File: src/hw/rtl/cst_pkg.sv
// ----------------------------------------------------------------------------
// cst_pkg
// Shared codes and character constants for the semicolon-separated text
// tokenizer and its checker.
// ----------------------------------------------------------------------------
package cst_pkg;

  localparam int unsigned ByteW = 8;
  localparam int unsigned KindW = 3;

  typedef enum logic [KindW-1:0] {
    KIND_NONE = 3'd0,
    KIND_BYTE = 3'd1,
    KIND_FEND = 3'd2,
    KIND_REND = 3'd3,
    KIND_ERR  = 3'd4
  } kind_e;

  localparam logic [ByteW-1:0] ChSemi  = 8'h3B;
  localparam logic [ByteW-1:0] ChSpace = 8'h20;
  localparam logic [ByteW-1:0] ChTab   = 8'h09;
  localparam logic [ByteW-1:0] ChQuote = 8'h22;
  localparam logic [ByteW-1:0] ChCr    = 8'h0D;
  localparam logic [ByteW-1:0] ChLf    = 8'h0A;

endpackage

File: src/hw/rtl/csv_semicolon_tokenizer_unit.sv
// ----------------------------------------------------------------------------
// csv_semicolon_tokenizer_unit
// Streaming tokenizer for semicolon-separated text, one byte per transfer.
// ----------------------------------------------------------------------------
// Every accepted byte gives exactly one result transfer, and while results are
// not stalled a new byte can be accepted in every cycle, so throughput is one
// byte per clock. A byte is held in an input register, goes through the
// parser's next-state and result decode against the parse state, and then
// lands in the result register, from which its result is offered. While a
// result is stalled one more byte can be taken into the input register before
// in_stall_o rises. The single parse-state register, updated once per byte, is
// the loop that sets this rate. Results are kinds: nothing, field byte, field
// end, record end or error; once an error is reported every later result is an
// error until reset. parse_ok_o is set on the last byte only when the text
// ended on a record boundary without error.
module csv_semicolon_tokenizer_unit (
  input  logic                     clk_i,
  input  logic                     rst_ni,
  input  logic                     in_valid_i,
  output logic                     in_stall_o,
  input  logic [cst_pkg::ByteW-1:0] in_byte_i,
  input  logic                     is_last_i,
  output logic                     out_valid_o,
  input  logic                     out_stall_i,
  output logic [cst_pkg::KindW-1:0] kind_o,
  output logic [cst_pkg::ByteW-1:0] field_byte_o,
  output logic                     input_done_o,
  output logic                     parse_ok_o
);

  typedef enum logic [2:0] {
    ST_REC    = 3'd0,
    ST_REC_CR = 3'd1,
    ST_FIELD  = 3'd2,
    ST_PLAIN  = 3'd3,
    ST_QUOTED = 3'd4,
    ST_QSEEN  = 3'd5,
    ST_TRAIL  = 3'd6,
    ST_ERR    = 3'd7
  } state_e;

  state_e                    state_q, state_d;
  logic                      in_vld_q;
  logic [cst_pkg::ByteW-1:0] byte_q;
  logic                      last_q;
  logic                      out_vld_q;
  cst_pkg::kind_e            kind_q, kind_d;
  logic [cst_pkg::ByteW-1:0] fbyte_q, fbyte_d;
  logic                      done_q;
  logic                      ok_q, ok_d;

  logic out_free;
  logic advance;
  logic in_fire;
  logic is_blank, is_quote, is_end;
  cst_pkg::kind_e end_kind;
  state_e         end_state;

  assign out_free   = !out_vld_q || !out_stall_i;
  assign advance    = in_vld_q && out_free;
  assign in_stall_o = in_vld_q && !out_free;
  assign in_fire    = in_valid_i && !in_stall_o;

  assign is_blank = (byte_q == cst_pkg::ChSpace) || (byte_q == cst_pkg::ChTab);
  assign is_quote = (byte_q == cst_pkg::ChQuote);
  assign is_end   = (byte_q == cst_pkg::ChSemi) || (byte_q == cst_pkg::ChCr) ||
                    (byte_q == cst_pkg::ChLf);

  // separator or line end
  always_comb begin
    end_kind  = cst_pkg::KIND_REND;
    end_state = ST_REC;
    if (byte_q == cst_pkg::ChSemi) begin
      end_kind  = cst_pkg::KIND_FEND;
      end_state = ST_FIELD;
    end else if (byte_q == cst_pkg::ChCr) begin
      end_state = ST_REC_CR;
    end
  end

  always_comb begin
    state_d = state_q;
    kind_d  = cst_pkg::KIND_NONE;
    fbyte_d = '0;
    unique case (state_q) inside
      ST_REC, ST_REC_CR, ST_FIELD: begin
        if (state_q == ST_REC_CR && byte_q == cst_pkg::ChLf) begin
          state_d = ST_REC;
        end else if (is_blank) begin
          state_d = ST_FIELD;
        end else if (is_end) begin
          kind_d  = end_kind;
          state_d = end_state;
        end else if (is_quote) begin
          state_d = ST_QUOTED;
        end else begin
          kind_d  = cst_pkg::KIND_BYTE;
          fbyte_d = byte_q;
          state_d = ST_PLAIN;
        end
      end
      ST_PLAIN: begin
        if (is_blank) begin
          state_d = ST_TRAIL;
        end else if (is_end) begin
          kind_d  = end_kind;
          state_d = end_state;
        end else if (is_quote) begin
          kind_d  = cst_pkg::KIND_ERR;
          state_d = ST_ERR;
        end else begin
          kind_d  = cst_pkg::KIND_BYTE;
          fbyte_d = byte_q;
        end
      end
      ST_QUOTED: begin
        if (is_quote) begin
          state_d = ST_QSEEN;
        end else begin
          kind_d  = cst_pkg::KIND_BYTE;
          fbyte_d = byte_q;
        end
      end
      ST_QSEEN, ST_TRAIL: begin
        if (state_q == ST_QSEEN && is_quote) begin
          kind_d  = cst_pkg::KIND_BYTE;
          fbyte_d = byte_q;
          state_d = ST_QUOTED;
        end else if (is_blank) begin
          state_d = ST_TRAIL;
        end else if (is_end) begin
          kind_d  = end_kind;
          state_d = end_state;
        end else begin
          kind_d  = cst_pkg::KIND_ERR;
          state_d = ST_ERR;
        end
      end
      default: begin
        kind_d  = cst_pkg::KIND_ERR;
        state_d = ST_ERR;
      end
    endcase
    ok_d = last_q && (state_d == ST_REC || state_d == ST_REC_CR);
  end

  always_ff @(posedge clk_i or negedge rst_ni) begin
    if (!rst_ni) begin
      state_q   <= ST_REC;
      in_vld_q  <= 1'b0;
      out_vld_q <= 1'b0;
      kind_q    <= cst_pkg::KIND_NONE;
      fbyte_q   <= '0;
      done_q    <= 1'b0;
      ok_q      <= 1'b0;
    end else begin
      if (in_fire) begin
        in_vld_q <= 1'b1;
      end else if (advance) begin
        in_vld_q <= 1'b0;
      end
      if (advance) begin
        out_vld_q <= 1'b1;
        state_q   <= state_d;
        kind_q    <= kind_d;
        fbyte_q   <= fbyte_d;
        done_q    <= last_q;
        ok_q      <= ok_d;
      end else if (!out_stall_i) begin
        out_vld_q <= 1'b0;
      end
    end
  end

  // input register
  always_ff @(posedge clk_i) begin
    if (in_fire) begin
      byte_q <= in_byte_i;
      last_q <= is_last_i;
    end
  end

  assign out_valid_o  = out_vld_q;
  assign kind_o       = kind_q;
  assign field_byte_o = fbyte_q;
  assign input_done_o = done_q;
  assign parse_ok_o   = ok_q;

endmodule

File: config.mk
export PLATFORM = sky130hd
export DESIGN_NAME = csv_semicolon_tokenizer_unit
export DESIGN_NICKNAME = d
export VERILOG_FILES = /design/src/hw/rtl/cst_pkg.sv /design/src/hw/rtl/csv_semicolon_tokenizer_unit.sv
export SDC_FILE = /design/constraint.sdc
export NUM_CORES = 1
export LEC_CHECK = 0
export ABC_CLOCK_PERIOD_IN_PS = 5550
export BUFFER_PORTS_ARGS = -buffer_cell sky130_fd_sc_hd__buf_2
export CAP_MARGIN = 20
export CORE_MARGIN = 2
export CORE_UTILIZATION = 50
export DETAILED_ROUTE_END_ITERATION = 10
export MAX_ROUTING_LAYER = met4
export PLACE_DENSITY = 0.71
export REMOVE_ABC_BUFFERS = 1
export SLEW_MARGIN = 25
export SYNTH_ARGS = -nofsm -noshare
export SYNTH_HDL_FRONTEND = slang
export SYNTH_SLANG_ARGS = --single-unit
File: constraint.sdc
create_clock -name clk_i -period 5.55 [get_ports clk_i]
set_input_delay 1.11 -clock clk_i [delete_from_list [all_inputs] [get_ports clk_i]]
set_output_delay 1.11 -clock clk_i [all_outputs]
set_load 0.02 [all_outputs]
==> flow_metrics.tcl <==
set metrics [dict create \
    avgRoutedWirePerCell_um 17.0 \
    io_pins 28 \
    cp.arrival_ps 1530 \
    first_pass_iters 4 \
    crit_type "input pin to output port" \
    p_clk_share_pct 16.3 \
    powerDensity_mw_per_mm2 315 \
    final_max_slew_viol_count 0 \
    grt_util_all_layers_pct 22.6 \
    grt_max_degree 20 \
    worst_pin_slew_ps 713 \
    die_y_um 58.8 \
    num_antenna_cells 0 \
    portBuffers 27 \
    p_leak_nw 0.694 \
    critical-path-max-stage-delay_ps 150 \
    p_seq_share_pct 52.9 \
    synth-edff-count 9 \
    skew_ps 5.25 \
    synth_warnings 0 \
    vias 1255 \
    clock_latency_ps 320 \
    antenna_found_initial 0 \
    rows 19 \
    fill_cells 240 \
    fin_crit_sh_pct 47.6 \
    ys_async_sr_fraction_pct 66.7 \
    fp.coreArea_mm2 0.00281 \
    crit_top_cell "buf_2" \
    rsz0062_at_grt "false" \
    dieArea_mm2 0.00345 \
    startpoint_type "input pin" \
    setup_viol 0 \
    crit_family "buffers and inverters" \
    postCtsSetupBuffers 0 \
    fmax_ghz 0.378 \
    synth_area_mm2 0.00150 \
    drc_errors 0 \
    intPower_mw 0.332 \
    switching_share_pct 36.4 \
    yosysSeqAreaShare_pct 48.0 \
    period_needed_ps 2640 \
    clock_path_buffers 2 \
    ys.flop_type "dfrtp_1" \
    grt_pass1_wl_mm 5.84 \
    grt-ovfl-total 0 \
    area_delta_synth_final_pct 10.4 \
    syn_inst 147 \
    cts.clk_slew.worst_paths_ps 130 \
    p_sw_mw 0.190 \
    cts_tree "built" \
    crit_fanout 3 \
    yosysUniqueCellTypes 47 \
    setup_tns_ps 0 \
    hold_class "register to register" \
    place.gp.congestion 0.864 \
    drt_wl_total_mm 3.37 \
    ant_nets 0 \
    grt_pass1_vias 1246 \
    crit_chain "buf_2 > nand3_1 > inv_1 > buf_2" \
    ctsResizeCount 0 \
    ir_drop_uv 215 \
    critPathBufInv 3 \
    hpwl_mm 2.45 \
    hold_violations 0 \
    worstPathRequired_ps 4440 \
    fp.dieW_um 58.8 \
    ys_seq_elements 27 \
    worstSetupEndpointType "output port" \
    slowest_stage "buf_2" \
    drive_gt1_share_pct 24.0 \
    cts_buffers 3 \
    combPwrFrac_pct 30.9 \
    start_util_pct 53.5 \
    syn_area_per_cell_um2 10.2 \
    vias_per_cell 6.34 \
    slew_headroom_pct 52.2 \
    clock_sinks 27 \
    finalNetCount 181 \
    status "completed" \
    cts_hold_buf 0 \
    cap_violations 0 \
    clock_tree.htree_level_count 1 \
    cts_root_buf "clkbuf_4" \
    drt_iter0_drc 71 \
    holdWs_ps 492 \
]
[path summary, 6_finish.rpt]
kind / from / to / slack (ps) / depth (start not counted)
min reg2reg: input_done_o / input_done_o / 490 / 1
min: input_done_o / input_done_o / 490 / 1
max reg2reg: byte_q[2] / field_byte_o[5] / 3320 / 5
max in group asynchronous: rst_ni / field_byte_o[6] / 4580 / 1
max: out_stall_i / in_stall_o / 2910 / 4
min in group asynchronous: rst_ni / state_q[0] / 680 / 1
[placed cells by master (no fill, tap or decap), types with 4 or more instances in the layout]
| cell type | count |
|---|---|
| nand3_1 | 6 |
| nor2b_1 | 4 |
| buf_2 | 27 |
| nand2_1 | 16 |
| nand2b_1 | 5 |
| dfrtp_1 | 18 |
| a22o_1 | 6 |
| edfxtp_1 | 9 |
| o21ai_0 | 8 |
| nor2_1 | 5 |
[registers in the layout, summed over array words and instances (netlist names)]
name,flops
out_valid_o,1
last_q,1
parse_ok_o,1
byte_q,8
kind_o,3
in_vld_q,1
field_byte_o,8
state_q,3
input_done_o,1
[synth_stat cells (all sizes together), types with 2 or more instances]
library cell | instances | area, µm²
nand3 | 6 | 30.0
a21o | 2 | 15.0
edfxtp | 9 | 270
nand2b | 5 | 31.3
inv | 3 | 11.3
nand3b | 2 | 15.0
a31oi | 3 | 18.8
nor3 | 2 | 10.0
dfrtp | 18 | 450
a22o | 6 | 52.6
or2 | 3 | 18.8
nor2b | 4 | 25.0
o2111ai | 2 | 17.5
o211ai | 3 | 22.5
and3b | 2 | 17.5
or3 | 2 | 12.5
and2 | 3 | 18.8
o21ai | 9 | 56.3
nor3b | 3 | 27.5
nand2 | 16 | 60.1
nor2 | 5 | 18.8
nand4 | 2 | 12.5
and3 | 2 | 12.5
a32o | 3 | 30.0
a311oi | 2 | 17.5
clkbuf | 5 | 18.8
buf | 6 | 30.0
a21oi | 2 | 10.0
[layer usage]
metal	part of all wire (%)	GRT usage [%]	up-vias
li1	-	-	603
met1	46	31.4	615
met2	49	34.0	32
met3	4.0	3.30	5
met4	1.1	7.47	0
met5	0	-	-
[metrics by stage]
step                      power (mW)  std cells  instance area [µm²]  util (%)  setup slack [ps]
after floorplan                0.383        136                 1450         -              3080
after global placement         0.434        194                 1630      57.9              2910
after detailed placement       0.441        194                 1630      57.9              2800
after CTS                      0.524        198                 1650      58.9              2910
after global routing           0.553        198                 1660      59.1              2880
final                          0.522        198                 1660      59.1              2910
[cells by family after synthesis]
group / Yosys count / synth area share, %
AOI/OAI and AO/OA: 44 / 23.3
xor gates and xnor gates: 1 / 0.584
buffers and inverters: 14 / 4.00
DFF: 27 / 48.0
and+or+nand+nor: 61 / 24.1
[layout make-up]
type                    count  area [µm²]  area share (%)
inverters                   3        11.3           0.680
repair buffers             27         135            8.16
multi-input cells         106         724            43.7
clock buffers               4        26.3            1.59
flip-flops and latches     27         721            43.5
well taps                  31        38.8            2.34
[worst register-to-register path: cells and delay by family (launching register included)]
kind / cells / cell delay (ps)
flip-flops: 1 / 490
AND/OR/NAND/NOR: 2 / 1110
AO/OA/AOI/OAI: 3 / 570
[power by group through the flow]
| stage | logic (mW) | registers [mW] | clock network (mW) |
|---|---|---|---|
| 2_1_floorplan | 0.0847 | 0.299 | 0 |
| 3_3_place_gp | 0.156 | 0.278 | 0 |
| 3_5_place_dp | 0.162 | 0.279 | 0 |
| 4_1_cts | 0.162 | 0.275 | 0.0866 |
| 5_1_grt | 0.176 | 0.282 | 0.0950 |
| 6_report | 0.161 | 0.276 | 0.0849 |
(Power assumes the default switching activity.)
